### config.mk
export PLATFORM = sky130hd
export DESIGN_NAME = tga_rle_pixel_decoder_unit
export DESIGN_NICKNAME = d
export VERILOG_FILES = /design/src/trd_pkg.sv /design/src/tga_rle_pixel_decoder_unit.sv /design/src/trd_front.sv /design/src/trd_cmd_fifo.sv /design/src/trd_back.sv
export SDC_FILE = /design/constraint.sdc
export NUM_CORES = 1
export LEC_CHECK = 0
export ABC_AREA = 0
export BUFFER_PORTS_ARGS = -buffer_cell sky130_fd_sc_hd__buf_2
export CORE_AREA = 4 4 276 278
export DETAILED_ROUTE_END_ITERATION = 10
export DIE_AREA = 0 0 280 282
export REMOVE_ABC_BUFFERS = 1
export SLEW_MARGIN = 20
export SYNTH_ARGS = -nofsm -noshare
export SYNTH_HDL_FRONTEND = slang
export SYNTH_SLANG_ARGS = --single-unit
### constraint.sdc
create_clock -name clk -period 15.1 [get_ports clk]
set_input_delay 1.51 -clock clk [delete_from_list [all_inputs] [get_ports clk]]
set_output_delay 1.51 -clock clk [all_outputs]
set_load 0.005 [all_outputs]
### src/trd_pkg.sv
// ----------------------------------------------------------------------------
// trd_pkg
// Shared types and constants of the TGA run-length pixel decoder.
// ----------------------------------------------------------------------------
`default_nettype none

package trd_pkg;

	localparam int COORD_BITS  = 16;
	localparam int COLOR_W     = 24;
	localparam int CNT_W       = 8;
	localparam int QUEUE_DEPTH = 4;
	localparam int PTR_W       = $clog2(QUEUE_DEPTH);
	localparam int LVL_W       = $clog2(QUEUE_DEPTH + 1);

	localparam logic [COORD_BITS-1:0] MIN_WIDTH   = COORD_BITS'(4);
	localparam logic [7:0]            ALPHA_BYTE  = 8'hff;
	localparam logic [7:0]            REPEAT_FLAG = 8'h80;
	localparam logic [7:0]            COUNT_MASK  = 8'h7f;

	// configuration register indexes
	localparam logic [1:0] REG_RLE_MODE   = 2'd0;
	localparam logic [1:0] REG_LINE_WIDTH = 2'd1;
	localparam logic [1:0] REG_LINE_COUNT = 2'd2;

	localparam logic [COORD_BITS-1:0] RST_LINE_WIDTH = COORD_BITS'(256);
	localparam logic [COORD_BITS-1:0] RST_LINE_COUNT = COORD_BITS'(256);

	// one run command from the front to the back, one per accepted byte that needs one
	typedef struct packed {
		logic               clr;
		logic               has_px;
		logic [COLOR_W-1:0] color;
		logic [CNT_W-1:0]   count;
	} cmd_t;

endpackage

`default_nettype wire

### src/tga_rle_pixel_decoder_unit.sv
// path: queue entry, back end run registers, then the output register
// throughput: one byte per cycle while the 4-entry command queue has room; the back end
// gives one segment per cycle unless out_stall holds it, one per line a run touches
// reset: asynchronous, clears position, packet state, queue and output register;
// rle_mode returns to 1, line_width and line_count to 256
// ----------------------------------------------------------------------------
// tga_rle_pixel_decoder_unit
// 24-bit TGA pixel data decoder (raw or run-length) producing line-clipped runs.
// ----------------------------------------------------------------------------
`default_nettype none

module tga_rle_pixel_decoder_unit (
	input  wire logic                              clk,
	input  wire logic                              arst_n,
	input  wire logic                              cfg_we,
	input  wire logic [1:0]                        cfg_index,
	input  wire logic [15:0]                       cfg_data,
	input  wire logic                              in_valid,
	output logic                                   in_stall,
	input  wire logic [7:0]                        data_byte,
	input  wire logic                              new_image,
	output logic                                   out_valid,
	input  wire logic                              out_stall,
	output logic [31:0]                            pixel_color,
	output logic [7:0]                             run_length,
	output logic [trd_pkg::COORD_BITS-1:0]         x_start,
	output logic [trd_pkg::COORD_BITS-1:0]         row_index,
	output logic                                   end_of_line,
	output logic                                   end_of_image,
	output logic                                   last_result
);

	logic                                rle_mode_q;
	logic [trd_pkg::COORD_BITS-1:0]      line_width_q;
	logic [trd_pkg::COORD_BITS-1:0]      line_count_q;

	logic                                push;
	trd_pkg::cmd_t                       push_cmd;
	logic                                pop;
	trd_pkg::cmd_t                       head_cmd;
	logic                                q_full;
	logic                                q_empty;

	always_ff @(posedge clk or negedge arst_n) begin
		if (!arst_n) begin
			rle_mode_q   <= 1'b1;
			line_width_q <= trd_pkg::RST_LINE_WIDTH;
			line_count_q <= trd_pkg::RST_LINE_COUNT;
		end else if (cfg_we) begin
			case (cfg_index)
				trd_pkg::REG_RLE_MODE:   rle_mode_q   <= cfg_data[0];
				trd_pkg::REG_LINE_WIDTH: line_width_q <= cfg_data[trd_pkg::COORD_BITS-1:0];
				trd_pkg::REG_LINE_COUNT: line_count_q <= cfg_data[trd_pkg::COORD_BITS-1:0];
				default: begin
				end
			endcase
		end
	end

	trd_front u_front (
		.clk       (clk),
		.arst_n    (arst_n),
		.rle_mode  (rle_mode_q),
		.in_valid  (in_valid),
		.in_stall  (in_stall),
		.data_byte (data_byte),
		.new_image (new_image),
		.q_full    (q_full),
		.push      (push),
		.push_cmd  (push_cmd)
	);

	trd_cmd_fifo u_fifo (
		.clk      (clk),
		.arst_n   (arst_n),
		.push     (push),
		.push_cmd (push_cmd),
		.pop      (pop),
		.head_cmd (head_cmd),
		.full     (q_full),
		.empty    (q_empty)
	);

	trd_back u_back (
		.clk          (clk),
		.arst_n       (arst_n),
		.line_width   (line_width_q),
		.line_count   (line_count_q),
		.q_empty      (q_empty),
		.q_head       (head_cmd),
		.q_pop        (pop),
		.out_valid    (out_valid),
		.out_stall    (out_stall),
		.pixel_color  (pixel_color),
		.run_length   (run_length),
		.x_start      (x_start),
		.row_index    (row_index),
		.end_of_line  (end_of_line),
		.end_of_image (end_of_image),
		.last_result  (last_result)
	);

endmodule

`default_nettype wire

### src/trd_front.sv
// ----------------------------------------------------------------------------
// trd_front
// Byte front end: packet headers, pixel byte gathering, run commands.
// ----------------------------------------------------------------------------
`default_nettype none

module trd_front (
	input  wire logic          clk,
	input  wire logic          arst_n,
	input  wire logic          rle_mode,
	input  wire logic          in_valid,
	output logic               in_stall,
	input  wire logic [7:0]    data_byte,
	input  wire logic          new_image,
	input  wire logic          q_full,
	output logic               push,
	output trd_pkg::cmd_t      push_cmd
);

	logic                              hdr_q;
	logic [trd_pkg::CNT_W-1:0]         lit_q;
	logic [trd_pkg::CNT_W-1:0]         rep_q;
	logic [1:0]                        phase_q;
	logic [trd_pkg::COLOR_W-1:0]       gather_q;

	logic                              hdr_c;
	logic [trd_pkg::CNT_W-1:0]         lit_c;
	logic [trd_pkg::CNT_W-1:0]         rep_c;
	logic [1:0]                        phase_c;
	logic [trd_pkg::COLOR_W-1:0]       gather_c;
	logic                              hdr_d;
	logic [trd_pkg::CNT_W-1:0]         lit_d;
	logic [trd_pkg::CNT_W-1:0]         rep_d;
	logic [1:0]                        phase_d;
	logic [trd_pkg::COLOR_W-1:0]       gather_d;
	logic                              px;
	logic [trd_pkg::CNT_W-1:0]         px_cnt;
	logic [trd_pkg::CNT_W-1:0]         hdr_cnt;
	logic                              acc;

	assign in_stall = q_full;
	assign acc      = in_valid && !q_full;
	assign hdr_cnt  = (data_byte & trd_pkg::COUNT_MASK) + trd_pkg::CNT_W'(1);

	always_comb begin
		// new image clears packet state ahead of this byte
		hdr_c    = new_image ? 1'b1 : hdr_q;
		lit_c    = new_image ? '0 : lit_q;
		rep_c    = new_image ? '0 : rep_q;
		phase_c  = new_image ? 2'd0 : phase_q;
		gather_c = new_image ? '0 : gather_q;

		hdr_d    = hdr_c;
		lit_d    = lit_c;
		rep_d    = rep_c;
		phase_d  = phase_c;
		gather_d = gather_c;
		px       = 1'b0;
		px_cnt   = trd_pkg::CNT_W'(1);

		if (rle_mode && hdr_c) begin
			if ((data_byte & trd_pkg::REPEAT_FLAG) != 8'h00) begin
				rep_d = hdr_cnt;
				lit_d = '0;
			end else begin
				lit_d = hdr_cnt;
				rep_d = '0;
			end
			hdr_d   = 1'b0;
			phase_d = 2'd0;
		end else begin
			gather_d = {gather_c[trd_pkg::COLOR_W-9:0], data_byte};
			if (phase_c < 2'd2) begin
				phase_d = phase_c + 2'd1;
			end else begin
				phase_d = 2'd0;
				px      = 1'b1;
				if (rle_mode) begin
					if (rep_c != '0) begin
						px_cnt = rep_c;
						rep_d  = '0;
						hdr_d  = 1'b1;
					end else begin
						lit_d = (lit_c != '0) ? lit_c - trd_pkg::CNT_W'(1) : lit_c;
						if (lit_d == '0) begin
							hdr_d = 1'b1;
						end
					end
				end
			end
		end
	end

	assign push            = acc && (new_image || px);
	assign push_cmd.clr    = new_image;
	assign push_cmd.has_px = px;
	assign push_cmd.color  = gather_d;
	assign push_cmd.count  = px_cnt;

	always_ff @(posedge clk or negedge arst_n) begin
		if (!arst_n) begin
			hdr_q    <= 1'b1;
			lit_q    <= '0;
			rep_q    <= '0;
			phase_q  <= 2'd0;
			gather_q <= '0;
		end else if (acc) begin
			hdr_q    <= hdr_d;
			lit_q    <= lit_d;
			rep_q    <= rep_d;
			phase_q  <= phase_d;
			gather_q <= gather_d;
		end
	end

endmodule

`default_nettype wire

### src/trd_cmd_fifo.sv
// ----------------------------------------------------------------------------
// trd_cmd_fifo
// Short command queue between the byte front end and the segment back end.
// ----------------------------------------------------------------------------
`default_nettype none

module trd_cmd_fifo (
	input  wire logic          clk,
	input  wire logic          arst_n,
	input  wire logic          push,
	input  wire trd_pkg::cmd_t push_cmd,
	input  wire logic          pop,
	output trd_pkg::cmd_t      head_cmd,
	output logic               full,
	output logic               empty
);

	trd_pkg::cmd_t                  mem_q [trd_pkg::QUEUE_DEPTH];
	logic [trd_pkg::PTR_W-1:0]      wr_ptr_q;
	logic [trd_pkg::PTR_W-1:0]      rd_ptr_q;
	logic [trd_pkg::LVL_W-1:0]      level_q;

	assign full     = (level_q == trd_pkg::LVL_W'(trd_pkg::QUEUE_DEPTH));
	assign empty    = (level_q == '0);
	assign head_cmd = mem_q[rd_ptr_q];

	always_ff @(posedge clk) begin
		if (push) begin
			mem_q[wr_ptr_q] <= push_cmd;
		end
	end

	always_ff @(posedge clk or negedge arst_n) begin
		if (!arst_n) begin
			wr_ptr_q <= '0;
			rd_ptr_q <= '0;
			level_q  <= '0;
		end else begin
			if (push) begin
				wr_ptr_q <= wr_ptr_q + trd_pkg::PTR_W'(1);
			end
			if (pop) begin
				rd_ptr_q <= rd_ptr_q + trd_pkg::PTR_W'(1);
			end
			if (push && !pop) begin
				level_q <= level_q + trd_pkg::LVL_W'(1);
			end else if (pop && !push) begin
				level_q <= level_q - trd_pkg::LVL_W'(1);
			end
		end
	end

endmodule

`default_nettype wire

### src/trd_back.sv
// ----------------------------------------------------------------------------
// trd_back
// Segment back end: splits runs at line ends, tracks position, output register.
// ----------------------------------------------------------------------------
`default_nettype none

module trd_back (
	input  wire logic                              clk,
	input  wire logic                              arst_n,
	input  wire logic [trd_pkg::COORD_BITS-1:0]    line_width,
	input  wire logic [trd_pkg::COORD_BITS-1:0]    line_count,
	input  wire logic                              q_empty,
	input  wire trd_pkg::cmd_t                     q_head,
	output logic                                   q_pop,
	output logic                                   out_valid,
	input  wire logic                              out_stall,
	output logic [31:0]                            pixel_color,
	output logic [7:0]                             run_length,
	output logic [trd_pkg::COORD_BITS-1:0]         x_start,
	output logic [trd_pkg::COORD_BITS-1:0]         row_index,
	output logic                                   end_of_line,
	output logic                                   end_of_image,
	output logic                                   last_result
);

	localparam int CB = trd_pkg::COORD_BITS;

	logic                              busy_q;
	logic [trd_pkg::COLOR_W-1:0]       color_q;
	logic [trd_pkg::CNT_W-1:0]         cnt_q;
	logic [CB-1:0]                     col_q;
	logic [CB-1:0]                     row_q;
	logic                              done_q;
	logic                              out_valid_q;
	logic [31:0]                       color_out_q;
	logic [7:0]                        len_q;
	logic [CB-1:0]                     x_q;
	logic [CB-1:0]                     y_q;
	logic                              eol_q;
	logic                              eoi_q;
	logic                              last_q;

	logic [CB-1:0]                     w_eff;
	logic [CB-1:0]                     h_eff;
	logic [CB-1:0]                     rem;
	logic [CB-1:0]                     cnt_ext;
	logic [CB-1:0]                     seg;
	logic                              eol;
	logic                              eoi;
	logic [CB:0]                       row_inc;
	logic                              seg_last;
	logic                              out_free;
	logic                              emit;
	logic                              finish;

	assign w_eff    = (line_width < trd_pkg::MIN_WIDTH) ? trd_pkg::MIN_WIDTH : line_width;
	assign h_eff    = (line_count == '0) ? CB'(1) : line_count;
	// a column left past the line end by a width change closes the line next pixel
	assign rem      = (col_q < w_eff) ? (w_eff - col_q) : CB'(1);
	assign cnt_ext  = CB'(cnt_q);
	assign seg      = (cnt_ext < rem) ? cnt_ext : rem;
	assign eol      = (seg == rem);
	assign row_inc  = {1'b0, row_q} + (CB+1)'(1);
	assign eoi      = eol && (row_inc >= {1'b0, h_eff});
	assign seg_last = (seg == cnt_ext) || eoi;

	assign out_free = !out_valid_q || !out_stall;
	assign emit     = busy_q && out_free && !done_q;
	// past the image end the rest of a run is dropped
	assign finish   = busy_q && (done_q || (out_free && seg_last));
	assign q_pop    = !q_empty && (!busy_q || finish);

	always_ff @(posedge clk or negedge arst_n) begin
		if (!arst_n) begin
			busy_q      <= 1'b0;
			color_q     <= '0;
			cnt_q       <= '0;
			col_q       <= '0;
			row_q       <= '0;
			done_q      <= 1'b0;
			out_valid_q <= 1'b0;
			color_out_q <= '0;
			len_q       <= '0;
			x_q         <= '0;
			y_q         <= '0;
			eol_q       <= 1'b0;
			eoi_q       <= 1'b0;
			last_q      <= 1'b0;
		end else begin
			if (emit) begin
				cnt_q <= cnt_q - seg[trd_pkg::CNT_W-1:0];
				if (eol) begin
					col_q <= '0;
					row_q <= row_inc[CB-1:0];
					if (eoi) begin
						done_q <= 1'b1;
					end
				end else begin
					col_q <= col_q + seg;
				end
			end
			if (finish) begin
				busy_q <= 1'b0;
			end
			if (q_pop) begin
				busy_q  <= q_head.has_px;
				color_q <= q_head.color;
				cnt_q   <= q_head.count;
				if (q_head.clr) begin
					col_q  <= '0;
					row_q  <= '0;
					done_q <= 1'b0;
				end
			end
			if (emit) begin
				out_valid_q <= 1'b1;
				color_out_q <= {trd_pkg::ALPHA_BYTE, color_q};
				len_q       <= seg[7:0];
				x_q         <= col_q;
				y_q         <= row_q;
				eol_q       <= eol;
				eoi_q       <= eoi;
				last_q      <= seg_last;
			end else if (!out_stall) begin
				out_valid_q <= 1'b0;
			end
		end
	end

	assign out_valid    = out_valid_q;
	assign pixel_color  = color_out_q;
	assign run_length   = len_q;
	assign x_start      = x_q;
	assign row_index    = y_q;
	assign end_of_line  = eol_q;
	assign end_of_image = eoi_q;
	assign last_result  = last_q;

endmodule

`default_nettype wire
Word level (Yosys, flattened, before mapping)
Memory sizes are Yosys's and may differ from the RTL's.
Cells that the tools add are included.
Widths: inputs -> output; s select.
{ "classes": {"addsub": 11, "n_mul": 0, "div": 0, "magnitude_cmp": 5, "n_eq_ne": 6, "shift": 0, "n_mux": 57, "bitwise": 0, "n_reduce_logical": 36} }
{ "ops": {"columns": ["op", "count"], "rows": [
  ["$mux 16", 12],
  ["$mux 8", 19],
  ["$mux 24", 2],
  ["$mux 1", 19],
  ["$add 16x1->17 const B", 1],
  ["$ge 17x16->1", 1],
  ["$add 16x16->16", 1],
  ["$eq 16x16->1", 1],
  ["$eq 16x8->1", 1],
  ["$logic_not 16->1", 1],
  ["$lt 16x16->1", 1],
  ["$lt 16x3->1 const B", 1],
  ["$lt 8x16->1", 1],
  ["$reduce_bool 8->1", 2],
  ["$sub 16x16->16", 1],
  ["$logic_and 1x1->1", 11],
  ["$add 7x1->8 const B", 1],
  ["$logic_not 1->1", 8],
  ["$logic_not 8->1", 1],
  ["$sub 8x1->8 const B", 1],
  ["$sub 8x8->8", 1],
  ["$add 2x1->2 const B", 3],
  ["$mux 2", 3],
  ["$mux 3", 2],
  ["other kinds (12)", 20]
]} }
{ "totals": {"regBits": 218, "latchBits": 0, "ramBits": 136, "rom_bits": 0, "out_inout_bits": 77, "elab_cells": 141, "mem_count": 1} }
{ "mem_list": {"columns": ["memory", "words", "word_bits", "rd", "rd_ports_with_merged_regs", "wr", "line", "source"], "rows": [
  ["u_fifo.mem_q", 4, 34, 1, 0, 1, "trd_cmd_fifo.sv:18", "trd_pkg::cmd_t mem_q [trd_pkg::QUEUE_DEPTH];"]
]} }

Longest topological paths before layout
Gate-level depths: netlist of the first run.
{ "depth": {"word_depth": 17, "depth_mapped": 36} }

Hierarchy
A second synthesis of the first run with hierarchy kept.
{ "unflattened": {"hier_cells": 1592, "hier_area_um2": 17971.0} }
{ "by_module_without_submodules": {"columns": ["module", "n_inst", "cells_per_inst", "area_each_um2", "seq_area_each_um2"], "rows": [
  ["trd_back", 1, 983, 8637.0, 3378.2],
  ["trd_cmd_fifo", 1, 212, 5353.9, 4259.1],
  ["trd_front", 1, 326, 2633.8, 1077.3],
  ["tga_rle_pixel_decoder_unit", 1, 71, 1346.3, 829.5]
]} }

Worst setup path before layout of the first run
No wires, ideal clock.
{ "synth_timing": {"path_type": "register to register", "from": "register line_width_q[5] (netlist bit)", "to": "register u_fifo.level_q[2] (netlist bit)", "arrival_time_ps": 6199, "required_time_ps": 15021, "setup_slack_ps": 8822, "stages_incl_launch_ff": 34, "path_buffers": 2, "period_less_slack_ps": 6278, "path_cell_list": "dfrtp_1 nor4_1 nand4_1 and2_1 ha_1 nor2b_1 o2111ai_1 a31oi_4 xor2_1 and2_1 buf_4 inv_2 ha_1 and4_1 nand2_1 a21o_1 and2_1 buf_1 nor2_2 mux2i_1 ha_1 and4_1 nand4_1 nand3_1 a21oi_1 nor3_2 a21o_4 inv_2 ha_1 inv_1 fa_1 xor2_1 nor2_1 xor2_1"} }
{ "synth_between": {"elab_chain_len": 17, "word_cells_on_any_way": 21, "cone_classes": "add/sub: 1; order compare: 3; eq/ne: 2; mux: 4; reduce/logical: 11"} }
{ "synth_rtl": {"columns": ["item", "line", "source"], "rows": [
  ["from (decl)", "tga_rle_pixel_decoder_unit.sv:34", "logic [trd_pkg::COORD_BITS-1:0] line_width_q;"],
  ["from (signal assigned)", "tga_rle_pixel_decoder_unit.sv:47", "line_width_q <= trd_pkg::RST_LINE_WIDTH;"],
  ["from (signal assigned)", "tga_rle_pixel_decoder_unit.sv:52", "trd_pkg::REG_LINE_WIDTH: line_width_q <= cfg_data[trd_pkg::COORD_BITS-1:0];"],
  ["$lt 16x3->1", "trd_back.sv:56", "assign w_eff = (line_width < trd_pkg::MIN_WIDTH) ? trd_pkg::MIN_WIDTH : line_width;"],
  ["$mux 16 *", "trd_back.sv:56", null],
  ["$sub 16x16->16 or $lt 16x16->1 (tied branches)", "trd_back.sv:59", "assign rem = (col_q < w_eff) ? (w_eff - col_q) : CB'(1);"],
  ["$mux 16 *", "trd_back.sv:59", null],
  ["$lt 8x16->1", "trd_back.sv:61", "assign seg = (cnt_ext < rem) ? cnt_ext : rem;"],
  ["$mux 16", "trd_back.sv:61", null],
  ["$eq 16x16->1", "trd_back.sv:62", "assign eol = (seg == rem);"],
  ["$logic_and 1x1->1", "trd_back.sv:64", "assign eoi = eol && (row_inc >= {1'b0, h_eff});"],
  ["$logic_or 1x1->1 *", "trd_back.sv:65", "assign seg_last = (seg == cnt_ext) || eoi;"],
  ["$logic_and 1x1->1 *", "trd_back.sv:70", "assign finish = busy_q && (done_q || (out_free && seg_last));"],
  ["$logic_or 1x1->1 *", "trd_back.sv:70", null],
  ["$logic_and 1x1->1 *", "trd_back.sv:70", null],
  ["$logic_or 1x1->1 *", "trd_back.sv:71", "assign q_pop = !q_empty && (!busy_q || finish);"],
  ["$logic_and 1x1->1 *", "trd_back.sv:71", null],
  ["$logic_not 1->1", "trd_cmd_fifo.sv:45", "if (push && !pop) begin"],
  ["$logic_and 1x1->1", "trd_cmd_fifo.sv:45", null],
  ["$mux 3 or $reduce_bool 2->1 (tied branches)", null, null],
  ["to (signal assigned)", "trd_cmd_fifo.sv:46", "level_q <= level_q + trd_pkg::LVL_W'(1);"],
  ["to (signal assigned)", "trd_cmd_fifo.sv:48", "level_q <= level_q - trd_pkg::LVL_W'(1);"],
  ["to (decl)", "trd_cmd_fifo.sv:21", "logic [trd_pkg::LVL_W-1:0] level_q;"]
]} }
Every way passes the cells marked *; elsewhere a longest branch is shown, timed or not.
A chain may end at the register's enable or synchronous reset.

Worst setup path in the final report of the first run
{ "layout_timing": {"from": "register line_width_q[14] (netlist bit)", "to": "register u_fifo.level_q[1] (netlist bit)"} }
Same word-level chain as after synthesis.

==> results of run 1 <==
[metal layers]
| metal | vias to the layer above | global-route usage, % | routed length (um) | part of all wire (%) |
|---|---|---|---|---|
| met5 | - | 0 | 27 | 0.057 |
| met4 | 4 | 3.12 | 1030 | 2.2 |
| met3 | 75 | 2.38 | 2680 | 5.7 |
| met2 | 362 | 19.5 | 22000 | 47 |
| met1 | 6391 | 16.0 | 21600 | 46 |
| li1 | 6043 | - | - | - |
[per-stage QoR]
stage | instance area [um2] | hold slack (ns)
after global placement | 19700 | 0.457
after global routing | 21000 | 0.494
after CTS | 21000 | 0.475
after floorplan | 17800 | 0.432
after detailed placement | 19700 | 0.459
final | 21000 | 0.468
[sequential cells by signal (all words and copies together) (netlist names), 3 cells and up]
name and flops:
line_count_q 16, line_width_q 16, u_back.cnt_q 8, u_back.col_q 16, u_back.color_q 24, u_back.pixel_color 25
u_back.row_index 16, u_back.row_q 16, u_back.run_length 8, u_back.x_start 16, u_fifo.level_q 3, u_fifo.mem_q 136
u_front.gather_q 24, u_front.lit_q 8, u_front.rep_q 8
[worst min-delay path, delay by kind of cell, from the launching register on]
kind,cells,cell delay [ns]
and+or+nand+nor,2,0.10
DFF,1,0.34
[power by group through the flow]
stage | sequential [mW] | clock (mW) | combinational, mW
after detailed placement | 1.50 | 0 | 2.36
final | 1.48 | 0.975 | 2.36
after CTS | 1.48 | 1.01 | 2.38
after global placement | 1.49 | 0 | 2.32
after global routing | 1.52 | 1.05 | 2.62
after floorplan | 1.47 | 0 | 1.67
[final cells by class]
cell class,count,area [um2],share of cell area [%]
diodes,2,5.00,0.0238
clock buffers,53,1080,5.14
clock inverters,18,230,1.10
inverters,73,274,1.30
multi-input cells,1140,8030,38.2
flip-flops and latches,354,9550,45.4
well taps,969,1210,5.77
repair buffers,121,648,3.08
[cell usage in the layout, fill, tap and decap left out, drive strengths merged, types with 5 or more instances in the layout]
master | netlist | layout
nor4 | 16 | 16
nor4b | 7 | 7
dfrtp | 214 | 214
nand4 | 12 | 12
a211oi | 8 | 8
xor2 | 22 | 22
o21ai | 86 | 86
nand2b | 8 | 8
edfxtp | 136 | 136
conb | 1 | 7
nand2 | 325 | 325
or3 | 7 | 7
nand3 | 32 | 32
nor3 | 25 | 25
inv | 72 | 76
mux4 | 34 | 34
xnor2 | 35 | 35
and3 | 17 | 17
a21oi | 90 | 90
clkbuf | 62 | 53
a22oi | 10 | 10
nor3b | 7 | 7
o31a | 5 | 5
ha | 71 | 71
mux2 | 77 | 77
nor2 | 56 | 56
a31oi | 16 | 16
clkinv | 1 | 9
o21a | 8 | 8
and2 | 19 | 19
buf | 36 | 121
a21o | 28 | 28
nor2b | 17 | 17
o22ai | 5 | 5
mux2i | 9 | 9
nand3b | 9 | 9
[cells by family (layout without fill, tap and decap cells)]
| logic type | after synthesis | in the layout | synth area share [%] |
|---|---|---|---|
| other | 1 | 9 | 0.0206 |
| AO/OA/AOI/OAI | 309 | 309 | 11.2 |
| XOR/XNOR | 57 | 57 | 2.74 |
| multiplexers | 120 | 120 | 9.85 |
| adder cells (fa/ha/maj) | 75 | 75 | 5.31 |
| buffers and inverters | 171 | 265 | 3.96 |
| flip-flops | 354 | 354 | 52.3 |
| AND/OR/NAND/NOR | 572 | 572 | 14.7 |
[worst paths after layout]
path,start,endpoint,slack (ns),cells past startpoint
max in group asynchronous,arst_n,u_fifo.rd_ptr_q[0],12.56,2
min reg2reg,u_back.row_index[11],u_back.row_index[11],0.47,2
min in group asynchronous,arst_n,u_back.x_start[7],1.01,1
max,line_width_q[14],u_fifo.level_q[1],7.10,28
max reg2reg,line_width_q[14],u_fifo.level_q[1],7.10,28
min,u_back.row_index[11],u_back.row_index[11],0.47,2
==> flow_summary.json, run 1 <==
{
  "h-tree-depth": 2,
  "p_sw_share_pct": 41.6,
  "yosysMostFrequentCell": "nand2_1",
  "slew_headroom_pct": 32.8,
  "fin_crit_ns": 8.00,
  "layout.nets": 1836,
  "pre_cts_ws_ns": 7.12,
  "clk_latency_ns": 0.56,
  "cp-end-kind": "flip-flop",
  "synth.largest_area_cell": "dfrtp_1",
  "p_sw_mw": 2.00,
  "synth_ff_type": "dfrtp_1",
  "hold_path.class": "flip-flop to flip-flop",
  "overflow": 0,
  "slowest_stage": "a21o_4",
  "cts_root_buf": "clkbuf_16",
  "grt_setup_unrepaired": "no",
  "finish.utilization_pct": 28.4,
  "fill_cells": 7600,
  "finalPower_mw": 4.81,
  "p_comb_share_pct": 49.0,
  "drtAntennaViolNets": 0,
  "drtPass1Iterations": 7,
  "gp_congestion": 0.889,
  "critPathRequiredTime_ns": 15.54,
  "finalCritPeriodShare_pct": 53.0,
  "max_freq_mhz": 125,
  "synth_top_cells_by_area": "dfrtp_1 (29%), edfxtp_1 (22%), nand2_1 (6.7%)",
  "fin_worst_skew_ns": 0.0172,
  "syn_area_per_cell_um2": 11.0,
  "ys_seq_area_share_pct": 52.3,
  "die_h_um": 282,
  "clkTransAtPathRegs_ns": 0.06,
  "io_buffers": 108,
  "synth_cell_types": 93,
  "layoutNonFillerInstCount": 2730,
  "gr-usage-all-layers_pct": 11.8,
  "post-cts-setup-buffers": 0,
  "numPlacedInstances": 2657,
  "p_seq_share_pct": 30.7,
  "io_pins": 109,
  "slowest_delay_ns": 0.77,
  "grt_first_pass_wirelength_mm": 74.6,
  "cpMostUsedCell": "ha_1",
  "start_util_pct": 24.7,
  "via_per_inst": 4.72,
  "intPower_mw": 2.81,
  "synth_top_area_share_pct": 29.3,
  "cts_hold_buf": 0,
  "synth_edf_count": 136,
  "timing.final.ws_setup_ns": 7.10,
  "area_growth_pct": 15.2,
  "dieArea_um2": 79000,
  "cp.arrival_ns": 8.44,
  "drc_errors": 0,
  "crit_buf_inv": 3,
  "grt_pass1_vias": 13026,
  "drt_iter0_markers": 948,
  "cts.path.max_buffers": 3,
  "setup_tns_ns": 0,
  "ys_ff_latch": 354,
  "yosysWarningCount": 0,
  "cts.sinks": 354,
  "crit_fanout": 59,
  "fp.dieW_um": 280,
  "maxSlewViolCount": 0,
  "peakVddDrop_mv": 0.124,
  "cts_made_buffers": 39,
  "placementRows": 100,
  "synth_top_cells_by_count": "nand2_1 (325), dfrtp_1 (214), edfxtp_1 (136)",
  "cap_violations": 0,
  "syn-cell-area_um2": 18200,
  "drive_gt1_share_pct": 18.3,
  "grt_max_degree": 104,
  "critical_path_class": "flip-flop to flip-flop",
  "cts_resized": 0,
  "leakage_nw": 8.74,
  "cts_tree": "done",
  "setup_viol": 0,
  "status": "finished, final reports clean",
  "worst_slew_pin_slew_ns": 1.00,
  "wirelength_mm": 47.3,
  "synth-async-reset-ratio_pct": 61.6,
  "coreArea_um2": 73900,
  "num_vias": 12875,
  "wl_per_cell_um": 17.3,
  "pwr-share-clk_pct": 20.3,
  "antenna_found_initial": 6,
  "syn_inst": 1659,
  "critPathLaunchType": "flip-flop",
  "finalHoldViolCount": 0,
  "hpwl_mm": 32.3,
  "power_density_nw_per_um2": 229,
  "crit_family": "simple AND/OR/NAND/NOR gates"
}
(Power assumes the default switching activity.)
==> inputs of run 2 (changes only) <==
==> constraint.sdc (replaced) <==
create_clock -name clk -period 7 [get_ports clk]
set_input_delay 0.7 -clock clk [delete_from_list [all_inputs] [get_ports clk]]
set_output_delay 0.7 -clock clk [all_outputs]
set_load 0.005 [all_outputs]
==> run 2 against run 1 <==
  * Via count grew 0.82%
  * Wire length grew 1.3%
  * Clock skew up 0.0049 ns
  * Final cell count grew 0.77%
  * Largest cell class unchanged
  * Largest power group unchanged
==> flow_summary.json, run 2 (synthesis gave the netlist of run 1 again) <==
{
  "max_freq_mhz": 153,
  "status": "finished, final reports clean",
  "start_util_pct": 24.7,
  "seq_area_um2": 9550,
  "worst_hold_slack_ns": 0.149,
  "drive_gt1_share_pct": 19.8,
  "die_h_um": 282,
  "fill_cells": 7575,
  "cts_made_buffers": 40,
  "slowest_delay_ns": 0.42,
  "dieArea_um2": 79000,
  "drtAntennaViolNets": 0,
  "grt_pass1_vias": 13178,
  "clk_latency_ns": 0.58,
  "h-tree-depth": 2,
  "num_vias": 12980,
  "critPathLaunchType": "flip-flop",
  "cts_tree": "done",
  "cp.arrival_ns": 7.03,
  "grt_max_degree": 119,
  "slowest_stage": "fa_1",
  "regMostFlops": "u_fifo.mem_q",
  "placementRows": 100,
  "gr-usage-all-layers_pct": 12.1,
  "peakVddDrop_mv": 0.203,
  "io_buffers": 108,
  "slew_headroom_pct": 37.3,
  "maxSlewViolCount": 0,
  "final_common_cell": "nand2_1",
  "io_pins": 109,
  "largest_reg_flops": 136,
  "power_density_nw_per_um2": 501,
  "coreArea_um2": 73900,
  "cp-end-kind": "flip-flop",
  "worst_slew_pin_slew_ns": 0.941,
  "drtPass1Iterations": 5,
  "hpwl_mm": 32.3,
  "drc_errors": 0,
  "critPathRequiredTime_ns": 7.48,
  "fin_worst_skew_ns": 0.0220,
  "cts.sinks": 354,
  "wirelength_mm": 47.9,
  "finalHoldViolCount": 0,
  "setup_viol": 0,
  "fin_crit_ns": 6.55,
  "cts.path.max_buffers": 3,
  "gp_congestion": 0.828,
  "grt_setup_unrepaired": "no",
  "cpMostUsedCell": "ha_1",
  "area_growth_pct": 16.5,
  "cap_violations": 0,
  "grt_first_pass_wirelength_mm": 76.4,
  "via_per_inst": 4.72,
  "finalCritPeriodShare_pct": 93.5,
  "antenna_found_initial": 9,
  "crit_fanout": 7,
  "wl_per_cell_um": 17.4,
  "leakage_nw": 8.85,
  "critical_path_class": "flip-flop to flip-flop",
  "layout_common_cells": "nand2_1 (324), dfrtp_1 (213), edfxtp_1 (136), buf_2 (107), a21oi_1 (85)",
  "multiInputGateArea_um2": 8080,
  "overflow": 0,
  "layout.nets": 1854,
  "fp.dieW_um": 280,
  "cts_root_buf": "clkbuf_16",
  "hold_path.class": "primary input to async pin",
  "clkTransAtPathRegs_ns": 0.06,
  "drt_iter0_markers": 1001,
  "setup_tns_ns": 0
}
==> run 2: where the power goes <==
part           switching, mW  total, mW  leakage [nW]  internal (mW)
logic                   3.10       5.29          4.25           2.19
clock network          0.919       2.14         0.647           1.22
registers              0.426       3.21          3.95           2.79
==> run 2: final timing paths <==
check	start	end	slack [ns]	depth (start not counted)
min	arst_n	u_back.x_start[5]	0.15	1
min in group clk	cfg_data[13]	line_width_q[13]	0.39	2
max reg2reg	line_width_q[10]	u_fifo.level_q[2]	0.45	32
max	line_width_q[10]	u_fifo.level_q[2]	0.45	32
min reg2reg	u_back.color_q[20]	u_back.pixel_color[20]	0.47	2
max in group asynchronous	arst_n	u_front.gather_q[14]	5.56	2
==> run 2: metrics by stage <==
stage / util [%] / power [mW] / cells / setup WS (ns) / instance area, um2
floorplan: - / 6.78 / 1567 / 0.349 / 17800
global placement: 26.8 / 8.36 / 2672 / 0.229 / 19800
detailed placement: 26.8 / 8.45 / 2672 / 0.0756 / 19800
CTS: 28.7 / 10.7 / 2746 / 0.0245 / 21200
global route: 28.7 / 11.5 / 2749 / 0.00513 / 21300
finish: 28.8 / 10.6 / 2751 / 0.454 / 21300
==> run 2: worst max-delay path, delay by kind of cell, from the launching register on <==
kind / cells / cell delay [ns]
AO/OA/AOI/OAI: 6 / 1.28
buffers and inverters: 4 / 0.27
flip-flops: 1 / 0.41
adder cells (fa/ha/maj): 6 / 1.72
AND/OR/NAND/NOR: 13 / 2.18
XOR/XNOR: 2 / 0.35
multiplexers: 1 / 0.25
==> run 2: area by class of cell <==
cell class                      instances  area share [%]
Antenna cell                            3          0.0353
Clock buffer                           54            5.10
Sequential cell                       354            44.9
Timing Repair Buffer                  137            3.73
Clock inverter                         20            1.23
Tap cell                              969            5.70
Inverter                               73            1.29
Multi-Input combinational cell       1141            38.0
==> run 2: routing by layer <==
metal  track usage [%]  wire (um)  vias up
met1              16.9      22100     6450
met5                 0         27        -
met3              2.25       2820       65
li1                  -          -     6087
met2              19.6      22000      374
met4              2.94        953        4
==> run 2: timing repair <==
action | 4_1_cts | 5_1_grt
setup buffers | 0 | 1
gates resized for setup | 0 | 13
setup endpoints to repair | 0 | 37
hold buffers | 0 | 0
==> inputs of run 3 (changes only) <==
--- a/config.mk
+++ b/config.mk
@@ -11,7 +11,6 @@
 export DETAILED_ROUTE_END_ITERATION = 10
 export DIE_AREA = 0 0 280 282
 export REMOVE_ABC_BUFFERS = 1
-export SLEW_MARGIN = 20
 export SYNTH_ARGS = -nofsm -noshare
 export SYNTH_HDL_FRONTEND = slang
 export SYNTH_SLANG_ARGS = --single-unit
==> constraint.sdc (replaced) <==
create_clock -name clk -period 5.45 [get_ports clk]
set_input_delay 0.2725 -clock clk [delete_from_list [all_inputs] [get_ports clk]]
set_output_delay 0.2725 -clock clk [all_outputs]
set_load 0.005 [all_outputs]
==> run 3 against run 2 <==
  * The flow now finishes with violations (negative setup slack)
  * Non-clock buffer count rose by 216
  * Utilization up 3.1 points
  * Largest power group unchanged
  * Sequential cell count is the same
  * Critical endpoint is now u_fifo.level_q[1]
  * Sequential power rose by 30%
  * Count of clock-buffer cells in the layout is 1 higher
==> flow_summary.json, run 3 (synthesis gave the netlist of run 1 again) <==
{
  "layout_common_cells": "nand2_1 (324), dfrtp_1 (213), buf_4 (212), edfxtp_1 (136), buf_2 (107)",
  "drt_iter0_markers": 995,
  "grt_pass1_vias": 13964,
  "pwr-share-clk_pct": 16.6,
  "fin_worst_skew_ns": 0.0382,
  "cp-end-kind": "flip-flop",
  "io_pins": 109,
  "grt_setup_unrepaired": "yes",
  "cts.sinks": 354,
  "clk_latency_ns": 0.58,
  "finish.utilization_pct": 31.9,
  "cp.arrival_ns": 6.52,
  "regMostFlops": "u_fifo.mem_q",
  "start_util_pct": 24.7,
  "fp.dieW_um": 280,
  "timing.final.ws_setup_ns": -0.612,
  "finalHoldViolCount": 0,
  "peakVddDrop_mv": 0.370,
  "p_seq_share_pct": 25.4,
  "largest_reg_flops": 136,
  "crit_fanout": 6,
  "gr-usage-all-layers_pct": 12.5,
  "cpMostUsedCell": "ha_4",
  "final_common_cell": "nand2_1",
  "layout.nets": 2069,
  "critPathLaunchType": "flip-flop",
  "drtPass1Iterations": 5,
  "via_per_inst": 4.68,
  "fin_area_um2": 23600,
  "worst_slew_pin_slew_ns": 0.953,
  "dieArea_um2": 79000,
  "hold_path.class": "primary input to flip-flop",
  "p_comb_share_pct": 58.0,
  "hpwl_mm": 34.5,
  "placementRows": 100,
  "h-tree-depth": 2,
  "intPower_mw": 9.87,
  "p_sw_share_pct": 40.0,
  "antenna_found_initial": 6,
  "setup_viol": 71,
  "drive_gt1_share_pct": 31.5,
  "area_growth_pct": 29.3,
  "io_buffers": 108,
  "fin_crit_ns": 6.06,
  "drc_errors": 0,
  "wl_per_cell_um": 17.2,
  "violations": "negative setup slack",
  "clkTransAtPathRegs_ns": 0.06,
  "cts_tree": "done",
  "dpl_cell_area_um2": 21100,
  "gp_congestion": 0.845,
  "coreArea_um2": 73900,
  "overflow": 0,
  "cts.path.max_buffers": 3,
  "grt_max_degree": 140,
  "die_h_um": 282,
  "finalCritPeriodShare_pct": 111,
  "worst_hold_slack_ns": 0.0425,
  "critical_path_class": "flip-flop to flip-flop",
  "status": "finished with violations",
  "grt_first_pass_wirelength_mm": 79.1,
  "leakage_nw": 9.99,
  "slowest_stage": "fa_2",
  "num_vias": 13866,
  "p_sw_mw": 6.57,
  "cap_violations": 0,
  "drtAntennaViolNets": 0,
  "max_freq_mhz": 165,
  "power_density_nw_per_um2": 697,
  "cts_root_buf": "clkbuf_16",
  "wirelength_mm": 50.9,
  "slowest_delay_ns": 0.43,
  "slew_headroom_pct": 36.5,
  "critPathRequiredTime_ns": 5.91,
  "cts_made_buffers": 40,
  "maxSlewViolCount": 0
}
==> run 3: changes by cell type in the layout (fill, tap and decap cells not counted), sizes merged <==
cell	change
buf	+197
dlygate4sd3	+18
bufinv	-2
clkbuf	+2
clkinvlp	+1
inv	-1
nor2	-1
==> run 3: through the flow <==
step / setup slack (ns) / TNS, ns / cells / power [mW]
finish: -0.612 / -21.51 / 2965 / 16.4
global placement: -0.766 / -29.65 / 2832 / 11.9
floorplan: -1.20 / -26.10 / 1567 / 8.71
global route: -0.812 / -37.58 / 2963 / 17.6
detailed placement: -0.871 / -39.04 / 2832 / 12.0
CTS: -0.410 / -16.63 / 2947 / 15.6
==> run 3: critical path, delay by kind of cell (launching register included) <==
family | cells | cell delay (ns)
AND/OR/NAND/NOR | 10 | 1.56
multiplexers | 2 | 0.46
buffers and inverters | 7 | 0.66
adder cells (fa/ha/maj) | 6 | 1.62
flip-flops | 1 | 0.39
AO/OA/AOI/OAI | 6 | 1.26
==> run 3: power groups by stage <==
stage | logic [mW] | clock network [mW] | registers, mW
after floorplan | 4.63 | 0 | 4.08
after global placement | 7.74 | 0 | 4.16
after detailed placement | 7.84 | 0 | 4.19
after CTS | 8.66 | 2.82 | 4.16
after global routing | 10.4 | 2.93 | 4.26
final | 9.54 | 2.73 | 4.17
==> run 3: repair_timing <==
action | 4_1_cts | 5_1_grt
setup endpoints to repair | 72 | 72
cloned | 0 | 1
pin swaps | 55 | 46
resized for setup | 73 | 70
endpoints found under the hold margin | 108 | 0
buffers inserted | 25 | 15
hold buffers | 18 | 0
==> run 3: final cells by class <==
| class | instances | area [um2] |
|---|---|---|
| fillers | 7419 | 50400 |
| flip-flops and latches | 354 | 9550 |
| multi-input cells | 1140 | 8630 |
| repair buffers | 353 | 2550 |
| well taps | 969 | 1210 |
| clock buffers | 55 | 1160 |
| inverters | 73 | 282 |
| clock inverters | 18 | 201 |
| diodes | 3 | 7.51 |
==> run 3: worst paths after layout <==
kind | startpoint | to | slack (ns) | cells past startpoint
worst max-delay path | line_width_q[14] | u_fifo.level_q[1] | -0.61 | 31
worst min-delay path | data_byte[7] | u_front.lit_q[3] | 0.04 | 2
worst min register to register | u_back.row_index[14] | u_back.row_index[14] | 0.47 | 2
min in group asynchronous | arst_n | u_back.x_start[7] | 0.27 | 2
max in group asynchronous | arst_n | u_fifo.rd_ptr_q[0] | 4.02 | 3
worst max register to register | line_width_q[14] | u_fifo.level_q[1] | -0.61 | 31
==> run 3: routing by layer <==
metal / track usage [%] / part of all wire [%] / up-vias
li1: - / - / 6526
met1: 16.9 / 45 / 6909
met2: 21.1 / 48 / 365
met3: 2.44 / 5.6 / 62
met4: 2.72 / 1.7 / 4
met5: 0 / 0.051 / -
